===== src/rtl/chs_pkg.sv =====
`timescale 1ns / 1ps
`default_nettype none

package chs_pkg;

    localparam int RANK_W = 4;
    localparam int SUIT_W = 2;

    // Rank sits above suit, so the packed value is the sort key.
    typedef struct packed {
        logic [RANK_W-1:0] rank;
        logic [SUIT_W-1:0] suit;
    } t_card;

endpackage

`default_nettype wire


===== src/rtl/chs_card_if.sv =====
`timescale 1ns / 1ps
`default_nettype none

interface chs_card_if;

    logic                        valid;
    logic                        ready;
    logic [chs_pkg::RANK_W-1:0]  card_rank;
    logic [chs_pkg::SUIT_W-1:0]  card_suit;
    logic                        last_card;

    modport source (output valid, output card_rank, output card_suit, output last_card,
                    input ready);
    modport sink   (input valid, input card_rank, input card_suit, input last_card,
                    output ready);

endinterface

`default_nettype wire


===== src/rtl/chs_sorted_if.sv =====
`timescale 1ns / 1ps
`default_nettype none

interface chs_sorted_if;

    logic                        valid;
    logic                        ready;
    logic [chs_pkg::RANK_W-1:0]  sorted_rank;
    logic [chs_pkg::SUIT_W-1:0]  sorted_suit;
    logic                        end_of_hand;
    logic                        overflowed;

    modport source (output valid, output sorted_rank, output sorted_suit,
                    output end_of_hand, output overflowed, input ready);
    modport sink   (input valid, input sorted_rank, input sorted_suit,
                    input end_of_hand, input overflowed, output ready);

endinterface

`default_nettype wire


===== src/rtl/card_hand_sorter_top.sv =====
`timescale 1ns / 1ps
`default_nettype none

// Cards are taken one per cycle while a hand is collected; a card adds no result.
// After the last card (hand of n >= 2 stored cards) a sort pass runs, one compare per
// cycle through the one-read, one-write card memory; then one result per cycle while
// o_sorted.ready does not stall the output. A single card skips the sort pass.
// Synchronous active-low reset clears count, overflow flag, state and output valid;
// the card memory is not cleared and needs no clearing pass.
module card_hand_sorter_top #(
    parameter int MAX_CARDS = 8     // 2..64
) (
    input  wire         i_clk,
    input  wire         i_rst_n,
    chs_card_if.sink    i_card,
    chs_sorted_if.source o_sorted
);
    import chs_pkg::*;

    localparam int AW = $clog2(MAX_CARDS);
    localparam int CW = $clog2(MAX_CARDS + 1);

    // sequencer codes
    localparam logic [2:0] S_COLLECT = 3'd0;   // taking cards
    localparam logic [2:0] S_RD_I    = 3'd1;   // read position i
    localparam logic [2:0] S_GET_I   = 3'd2;   // latch position i, read i+1
    localparam logic [2:0] S_CMP     = 3'd3;   // compare held card with position j
    localparam logic [2:0] S_WB      = 3'd4;   // write back position i
    localparam logic [2:0] S_E_RD    = 3'd5;   // read first sorted card
    localparam logic [2:0] S_E_LD    = 3'd6;   // move cards to the output register

    // hand memory, one write and one registered read per cycle
    t_card          r_mem [MAX_CARDS];
    t_card          r_rdata;
    logic           mem_we;
    logic [AW-1:0]  mem_wa;
    t_card          mem_wd;
    logic [AW-1:0]  rd_addr;

    logic [2:0]     r_state, n_state;
    logic [CW-1:0]  r_count, n_count;
    logic           r_ovf, n_ovf;
    logic [AW-1:0]  r_last, n_last;    // index of last stored card
    logic [AW-1:0]  r_i, n_i;
    logic [AW-1:0]  r_j, n_j;
    logic [AW-1:0]  r_k, n_k;
    t_card          r_min, n_min;      // card currently held for position i

    // output register
    logic           r_out_valid, n_out_valid;
    t_card          r_out_card, n_out_card;
    logic           r_out_end, n_out_end;
    logic           r_out_ovf, n_out_ovf;

    logic           in_acc;
    logic           full;
    logic           out_free;
    logic           load_out;
    t_card          in_card;

    assign full     = (r_count == CW'(MAX_CARDS));
    assign in_acc   = i_card.valid && i_card.ready;
    assign out_free = !r_out_valid || o_sorted.ready;
    assign in_card  = '{rank: i_card.card_rank, suit: i_card.card_suit};

    assign i_card.ready         = (r_state == S_COLLECT);
    assign o_sorted.valid       = r_out_valid;
    assign o_sorted.sorted_rank = r_out_card.rank;
    assign o_sorted.sorted_suit = r_out_card.suit;
    assign o_sorted.end_of_hand = r_out_end;
    assign o_sorted.overflowed  = r_out_ovf;

    always_comb begin
        n_state     = r_state;
        n_count     = r_count;
        n_ovf       = r_ovf;
        n_last      = r_last;
        n_i         = r_i;
        n_j         = r_j;
        n_k         = r_k;
        n_min       = r_min;
        n_out_valid = r_out_valid && !o_sorted.ready;
        n_out_card  = r_out_card;
        n_out_end   = r_out_end;
        n_out_ovf   = r_out_ovf;
        mem_we      = 1'b0;
        mem_wa      = r_count[AW-1:0];
        mem_wd      = in_card;
        rd_addr     = r_i;
        load_out    = 1'b0;

        unique case (r_state)
            S_COLLECT: begin
                if (in_acc) begin
                    if (!full) begin
                        mem_we  = 1'b1;
                        n_count = r_count + CW'(1);
                    end else begin
                        n_ovf = 1'b1;
                    end
                    if (i_card.last_card) begin
                        n_last = full ? AW'(MAX_CARDS - 1) : r_count[AW-1:0];
                        n_i    = '0;
                        n_k    = '0;
                        // a single card needs no sort pass
                        if (!full && r_count == '0) begin
                            n_state = S_E_RD;
                        end else begin
                            n_state = S_RD_I;
                        end
                    end
                end
            end
            S_RD_I: begin
                rd_addr = r_i;
                n_state = S_GET_I;
            end
            S_GET_I: begin
                n_min   = r_rdata;
                n_j     = r_i + AW'(1);
                rd_addr = r_i + AW'(1);
                n_state = S_CMP;
            end
            S_CMP: begin
                // smaller later card takes position i, held card moves to j
                if (r_rdata < r_min) begin
                    mem_we = 1'b1;
                    mem_wa = r_j;
                    mem_wd = r_min;
                    n_min  = r_rdata;
                end
                if (r_j == r_last) begin
                    n_state = S_WB;
                end else begin
                    n_j     = r_j + AW'(1);
                    rd_addr = r_j + AW'(1);
                end
            end
            S_WB: begin
                mem_we = 1'b1;
                mem_wa = r_i;
                mem_wd = r_min;
                if (r_i + AW'(1) == r_last) begin
                    n_k     = '0;
                    n_state = S_E_RD;
                end else begin
                    n_i     = r_i + AW'(1);
                    rd_addr = r_i + AW'(1);
                    n_state = S_GET_I;
                end
            end
            S_E_RD: begin
                rd_addr = r_k;
                n_state = S_E_LD;
            end
            S_E_LD: begin
                rd_addr = r_k;
                if (out_free) begin
                    load_out    = 1'b1;
                    n_out_valid = 1'b1;
                    n_out_card  = r_rdata;
                    n_out_end   = (r_k == r_last);
                    n_out_ovf   = r_ovf;
                    if (r_k == r_last) begin
                        n_count = '0;
                        n_ovf   = 1'b0;
                        n_state = S_COLLECT;
                    end else begin
                        n_k     = r_k + AW'(1);
                        rd_addr = r_k + AW'(1);
                    end
                end
            end
            default: begin
                n_state = S_COLLECT;
            end
        endcase
    end

    always_ff @(posedge i_clk) begin
        if (mem_we) begin
            r_mem[mem_wa] <= mem_wd;
        end
        r_rdata <= r_mem[rd_addr];
    end

    always_ff @(posedge i_clk) begin
        if (!i_rst_n) begin
            r_state     <= S_COLLECT;
            r_count     <= '0;
            r_ovf       <= 1'b0;
            r_out_valid <= 1'b0;
        end else begin
            r_state     <= n_state;
            r_count     <= n_count;
            r_ovf       <= n_ovf;
            r_out_valid <= n_out_valid;
        end
    end

    always_ff @(posedge i_clk) begin
        r_last     <= n_last;
        r_i        <= n_i;
        r_j        <= n_j;
        r_k        <= n_k;
        r_min      <= n_min;
        r_out_card <= n_out_card;
        r_out_end  <= n_out_end;
        r_out_ovf  <= n_out_ovf;
    end

    // count never runs past the store size
    a_count_bound: assert property (@(posedge i_clk) disable iff (!i_rst_n)
        r_count <= CW'(MAX_CARDS))
        else $error("card count beyond store size");

    // cards are dropped only once the store is full
    a_ovf_full: assert property (@(posedge i_clk) disable iff (!i_rst_n)
        r_ovf |-> full)
        else $error("overflow flag set with room in store");

    // compare index always stays above position i
    a_cmp_order: assert property (@(posedge i_clk) disable iff (!i_rst_n)
        (r_state == S_CMP) |-> (r_j > r_i))
        else $error("compare index not above position index");

    // loading the final card returns to collecting with an empty hand
    a_hand_done: assert property (@(posedge i_clk) disable iff (!i_rst_n)
        (load_out && r_k == r_last) |=> (r_state == S_COLLECT && r_count == '0 && !r_ovf
                                        && r_out_valid && r_out_end))
        else $error("hand not closed after last result");

endmodule

`default_nettype wire

===== src/flat_wrapper.sv =====
// flat-port wrapper written by rule: the top's interface ports become plain ports
module card_hand_sorter_top_flat import chs_pkg::*;
#(
    parameter int MAX_CARDS = 8             
)
  (i_clk, i_rst_n, i_card_valid, i_card_card_rank, i_card_card_suit, i_card_last_card, i_card_ready, o_sorted_valid, o_sorted_sorted_rank, o_sorted_sorted_suit, o_sorted_end_of_hand, o_sorted_overflowed, o_sorted_ready);
  chs_card_if i_card_i ();
  chs_sorted_if o_sorted_i ();
  input  wire i_clk;
  input  wire i_rst_n;
  input wire logic [$bits(i_card_i.valid)-1:0] i_card_valid;
  input wire logic [$bits(i_card_i.card_rank)-1:0] i_card_card_rank;
  input wire logic [$bits(i_card_i.card_suit)-1:0] i_card_card_suit;
  input wire logic [$bits(i_card_i.last_card)-1:0] i_card_last_card;
  output wire logic [$bits(i_card_i.ready)-1:0] i_card_ready;
  output wire logic [$bits(o_sorted_i.valid)-1:0] o_sorted_valid;
  output wire logic [$bits(o_sorted_i.sorted_rank)-1:0] o_sorted_sorted_rank;
  output wire logic [$bits(o_sorted_i.sorted_suit)-1:0] o_sorted_sorted_suit;
  output wire logic [$bits(o_sorted_i.end_of_hand)-1:0] o_sorted_end_of_hand;
  output wire logic [$bits(o_sorted_i.overflowed)-1:0] o_sorted_overflowed;
  input wire logic [$bits(o_sorted_i.ready)-1:0] o_sorted_ready;
  assign i_card_i.valid = i_card_valid;
  assign i_card_i.card_rank = i_card_card_rank;
  assign i_card_i.card_suit = i_card_card_suit;
  assign i_card_i.last_card = i_card_last_card;
  assign i_card_ready = i_card_i.ready;
  assign o_sorted_valid = o_sorted_i.valid;
  assign o_sorted_sorted_rank = o_sorted_i.sorted_rank;
  assign o_sorted_sorted_suit = o_sorted_i.sorted_suit;
  assign o_sorted_end_of_hand = o_sorted_i.end_of_hand;
  assign o_sorted_overflowed = o_sorted_i.overflowed;
  assign o_sorted_i.ready = o_sorted_ready;
  card_hand_sorter_top #(.MAX_CARDS(MAX_CARDS)) u_core (.i_clk(i_clk), .i_rst_n(i_rst_n), .i_card(i_card_i), .o_sorted(o_sorted_i));
endmodule

===== config.mk =====
export PLATFORM = sky130hd
export DESIGN_NAME = card_hand_sorter_top_flat
export DESIGN_NICKNAME = d
export VERILOG_FILES = /design/src/rtl/chs_pkg.sv /design/src/rtl/chs_card_if.sv /design/src/rtl/chs_sorted_if.sv /design/src/rtl/card_hand_sorter_top.sv /design/src/flat_wrapper.sv
export SDC_FILE = /design/constraint.sdc
export NUM_CORES = 1
export LEC_CHECK = 0
export ABC_CLOCK_PERIOD_IN_PS = 8700
export BUFFER_PORTS_ARGS = -buffer_cell sky130_fd_sc_hd__buf_4
export CAP_MARGIN = 40
export CORE_ASPECT_RATIO = 1.2
export CORE_UTILIZATION = 30
export DETAILED_ROUTE_END_ITERATION = 6
export GPL_ROUTABILITY_DRIVEN = 0
export GPL_TIMING_DRIVEN = 0
export PLACE_DENSITY = 0.45
export SLEW_MARGIN = 30
export SYNTH_ARGS = -nofsm -noshare
export SYNTH_HDL_FRONTEND = slang
export SYNTH_SLANG_ARGS = --single-unit

===== constraint.sdc =====
create_clock -name i_clk -period 8.7 [get_ports i_clk]
set_input_delay 1.305 -clock i_clk [delete_from_list [all_inputs] [get_ports i_clk]]
set_output_delay 1.305 -clock i_clk [all_outputs]
set_load 0.05 [all_outputs]

==> flow_metrics.py <==
metrics = {
    "status": {
        "status": "finished clean",
    },
    "clock_tree": {
        "cts_resized": 0,
        "ctsHoldBuffers": 0,
        "ctsHtreeMaxLevel": 3,
        "cts_tree": "yes",
        "cts_root_buf": "clkbuf_16",
        "clk_latency_ns": 0.35,
        "cts.sinks": 89,
        "cts_setup_buffers": 0,
        "clockBufferDepth": 2,
        "path_clk_slew_ns": 0.07,
        "numCtsBuffers": 9,
    },
    "worst_setup_path": {
        "crit_path_end": "i_card_ready",
        "rrSetupSlack_ns": 5.42,
        "crit_type": "flip-flop to output port",
        "crit_buf_inv": 3,
        "critPathMaxFanout": 10,
        "cp_cell_sequence": "buf_2 > buf_1 > nor3_1 > buf_4",
        "r2r_cells": 9,
        "worstReg2RegEnd": "u_core.r_rdata[3]$_DFF_P_",
        "crit_family": "buffers and inverters",
        "crit_start": "u_core.r_state[0]$_SDFFE_PN0P_",
        "cp.depth": 4,
        "reg2reg_from": "u_core.r_i[1]$_SDFFCE_PP0P_",
        "crit_arrival_ns": 2.12,
        "worstSetupStartpointType": "flip-flop",
        "end_kind": "output port",
        "critPathSlowestCell": "nor3_1",
        "max_stage_delay_ns": 0.68,
        "crit_required_ns": 7.39,
    },
    "sta": {
        "setup-tns-final_ns": 0,
        "hold_slack_ns": 0.433,
        "setup_viol": 0,
        "min_period_over_period_pct": 39.4,
        "max_slew_margin_pct": 44.8,
        "min_period_ns": 3.43,
        "slew_viol_final": 0,
        "fin_skew_ns": 0.00903,
        "fmaxAchievable_ghz": 0.292,
        "setup_slack_ns": 5.27,
        "hold_violations": 0,
        "max_slew.worst_pin.slew_ns": 0.824,
        "grt_setup_unrepaired": "no",
    },
    "grt": {
        "overflow": 0,
        "grt_pass1_vias": 2820,
        "gr-usage-met2_pct": 24.6,
        "grt_max_degree": 19,
        "use_met3_pct": 2.42,
        "grtUsageMet1_pct": 18.2,
        "grt_pass1_wl_mm": 16.2,
        "grtUsageTotal_pct": 14.7,
        "grt.busiest_layer": "met2",
        "antenna_found_initial": 0,
    },
    "logic_synthesis": {
        "seq_area_frac_synth_pct": 57.3,
        "ys.flop_type": "edfxtp_1",
        "syn-instance-count": 345,
        "synth_edf_count": 74,
        "ys_types": 65,
        "yosysTopAreaCell": "edfxtp_1",
        "yosysMostFrequentCell": "edfxtp_1",
        "avgSynthCellArea_um2": 12.8,
        "syn_area_um2": 4400,
        "synth_common_cells": "edfxtp_1, nand2_1, nor2_1",
        "synthTopCellsByArea": "edfxtp_1, dfxtp_1, mux2_1",
        "yosysTopAreaCellShare_pct": 50.5,
        "syn-num-nets": 366,
        "ys_warn_count": 0,
        "synth_seq_cells": 89,
        "postSynth.asyncResetShare_pct": 0,
    },
    "layout": {
        "fillers": 1402,
        "nNetsFinal": 402,
        "antenna_cells": 0,
        "syn2layout_area_growth_pct": 16.7,
        "drive_above_1_share_pct": 20.5,
    },
    "die": {
        "start_util_pct": 30.7,
        "die_area_um2": 15200,
        "fp.dieW_um": 113,
        "core_area_um2": 14400,
        "top_level_ports": 21,
        "rows": 48,
        "die_h_um": 135,
    },
    "detailed_routing": {
        "ant_nets": 0,
        "vias": 2855,
        "drt-initial-drc-count": 187,
        "wire_per_inst_um": 18.5,
        "drc_errors": 0,
        "wl_mm": 10.4,
        "viasPerCell": 5.09,
        "drtPass1Iterations": 4,
    },
    "placement": {
        "detailedPlace.worstSlack_ns": 4.96,
        "portBuffers": 20,
        "place_hpwl_mm": 7.83,
    },
    "min_path": {
        "hp-class": "flip-flop to flip-flop",
    },
    "power": {
        "powerDensity_nw_per_um2": 378,
        "leakage_nw": 1.88,
        "ir_drop_mv": 0.138,
    },
    "run": {
        "drv_cap": 0,
    },
}
[worst register-to-register path, delay by kind of cell, from the launching register on]
kind / cells / cell delay [ns]
AOI/OAI and AO/OA: 1 / 0.12
xor gates and xnor gates: 2 / 0.67
adders and majority gates: 1 / 0.36
buffers and inverters: 1 / 0.17
DFF: 1 / 0.46
muxes: 2 / 0.83
and+or+nand+nor: 2 / 0.55
[per-layer routing]
| layer | part of all wire (%) | vias up |
|---|---|---|
| li1 | - | 1393 |
| met1 | 45 | 1386 |
| met2 | 50 | 63 |
| met3 | 3.1 | 13 |
| met4 | 2.6 | 0 |
| met5 | 0 | - |
[cell usage in the layout (no fill, tap or decap), types with 3 or more instances in the layout]
| master | instances |
|---|---|
| nor3_1 | 7 |
| or3_1 | 3 |
| edfxtp_1 | 74 |
| inv_1 | 15 |
| a21oi_1 | 13 |
| clkbuf_2 | 3 |
| mux4_2 | 5 |
| nand3_1 | 5 |
| ha_1 | 10 |
| inv_6 | 4 |
| buf_6 | 4 |
| buf_2 | 4 |
| xor2_1 | 9 |
| a21o_1 | 3 |
| and3_1 | 3 |
| clkbuf_16 | 9 |
| buf_4 | 20 |
| a221o_1 | 3 |
| mux2i_1 | 4 |
| dfxtp_1 | 15 |
| nand2b_1 | 7 |
| nand3b_1 | 4 |
| a31oi_1 | 3 |
| xnor2_1 | 3 |
| mux2_4 | 6 |
| o21ai_0 | 14 |
| a221oi_1 | 4 |
| nand4_1 | 3 |
| o211ai_1 | 6 |
| nor2_1 | 21 |
| clkbuf_1 | 5 |
| mux2_1 | 13 |
| nand2_1 | 24 |
| nor3_2 | 8 |
[flip-flops by register name, summed over array words and instances (netlist names)]
name and count:
u_core.r_mem 48, u_core.r_min 6, u_core.r_rdata 6, u_core.o_sorted.sorted_rank 4, u_core.r_count 4, u_core.r_i 3, u_core.r_j 3, u_core.r_k 3
u_core.r_last 3, u_core.r_state 3, u_core.o_sorted.sorted_suit 2, u_core.o_sorted.end_of_hand 1, u_core.o_sorted.overflowed 1, u_core.o_sorted.valid 1, u_core.r_ovf 1
[cells by family (layout without fill, tap and decap cells)]
kind of cell | Yosys count | after routing | share of synthesized area, %
buf+inv | 30 | 71 | 3.35
fa+ha+maj | 10 | 10 | 2.84
mux | 30 | 30 | 9.35
simple gates | 100 | 100 | 11.9
xor+xnor | 15 | 15 | 3.64
compound gates | 71 | 71 | 11.6
flops | 89 | 89 | 57.3
[layout make-up]
cell class | count | area (um2) | share of cell area [%]
sequential | 89 | 2520 | 49.1
multi-input combinational | 226 | 1770 | 34.4
clock buffer | 9 | 225 | 4.38
tap | 175 | 219 | 4.26
timing repair buffer | 25 | 185 | 3.60
buffer | 15 | 91.3 | 1.78
clock inverter | 7 | 70.1 | 1.36
inverter | 15 | 56.3 | 1.10
[how the worst min path moves through the flow]
stage / from / end / slack [ns] / cells past startpoint
after floorplan: u_core.r_ovf$_SDFFE_PN0P_ / u_core.o_sorted.overflowed$_DFFE_PP_ / 0.41 / 0
after global placement: u_core.r_ovf$_SDFFE_PN0P_ / u_core.o_sorted.overflowed$_DFFE_PP_ / 0.43 / 0
after detailed placement: u_core.r_ovf$_SDFFE_PN0P_ / u_core.o_sorted.overflowed$_DFFE_PP_ / 0.43 / 0
after CTS: u_core.r_ovf$_SDFFE_PN0P_ / u_core.o_sorted.overflowed$_DFFE_PP_ / 0.44 / 0
after global routing: u_core.r_ovf$_SDFFE_PN0P_ / u_core.o_sorted.overflowed$_DFFE_PP_ / 0.45 / 0
final: u_core.r_ovf$_SDFFE_PN0P_ / u_core.o_sorted.overflowed$_DFFE_PP_ / 0.43 / 0
[where the power goes]
part	internal, mW	switching (mW)	leakage, nW
logic	0.374	0.520	0.938
registers	0.612	0.0540	0.804
clock network	0.202	0.181	0.142
[per-stage QoR]
| stage | power [mW] | instances | area, um2 | utilization [%] |
|---|---|---|---|---|
| after floorplan | 1.32 | 345 | 4400 | - |
| after global placement | 1.55 | 540 | 4770 | 33.2 |
| after detailed placement | 1.58 | 543 | 4830 | 33.7 |
| after CTS | 1.97 | 559 | 5130 | 35.7 |
| after global routing | 2.07 | 561 | 5140 | 35.8 |
| final | 1.94 | 561 | 5140 | 35.8 |
Power figures use the tool's default switching activity.
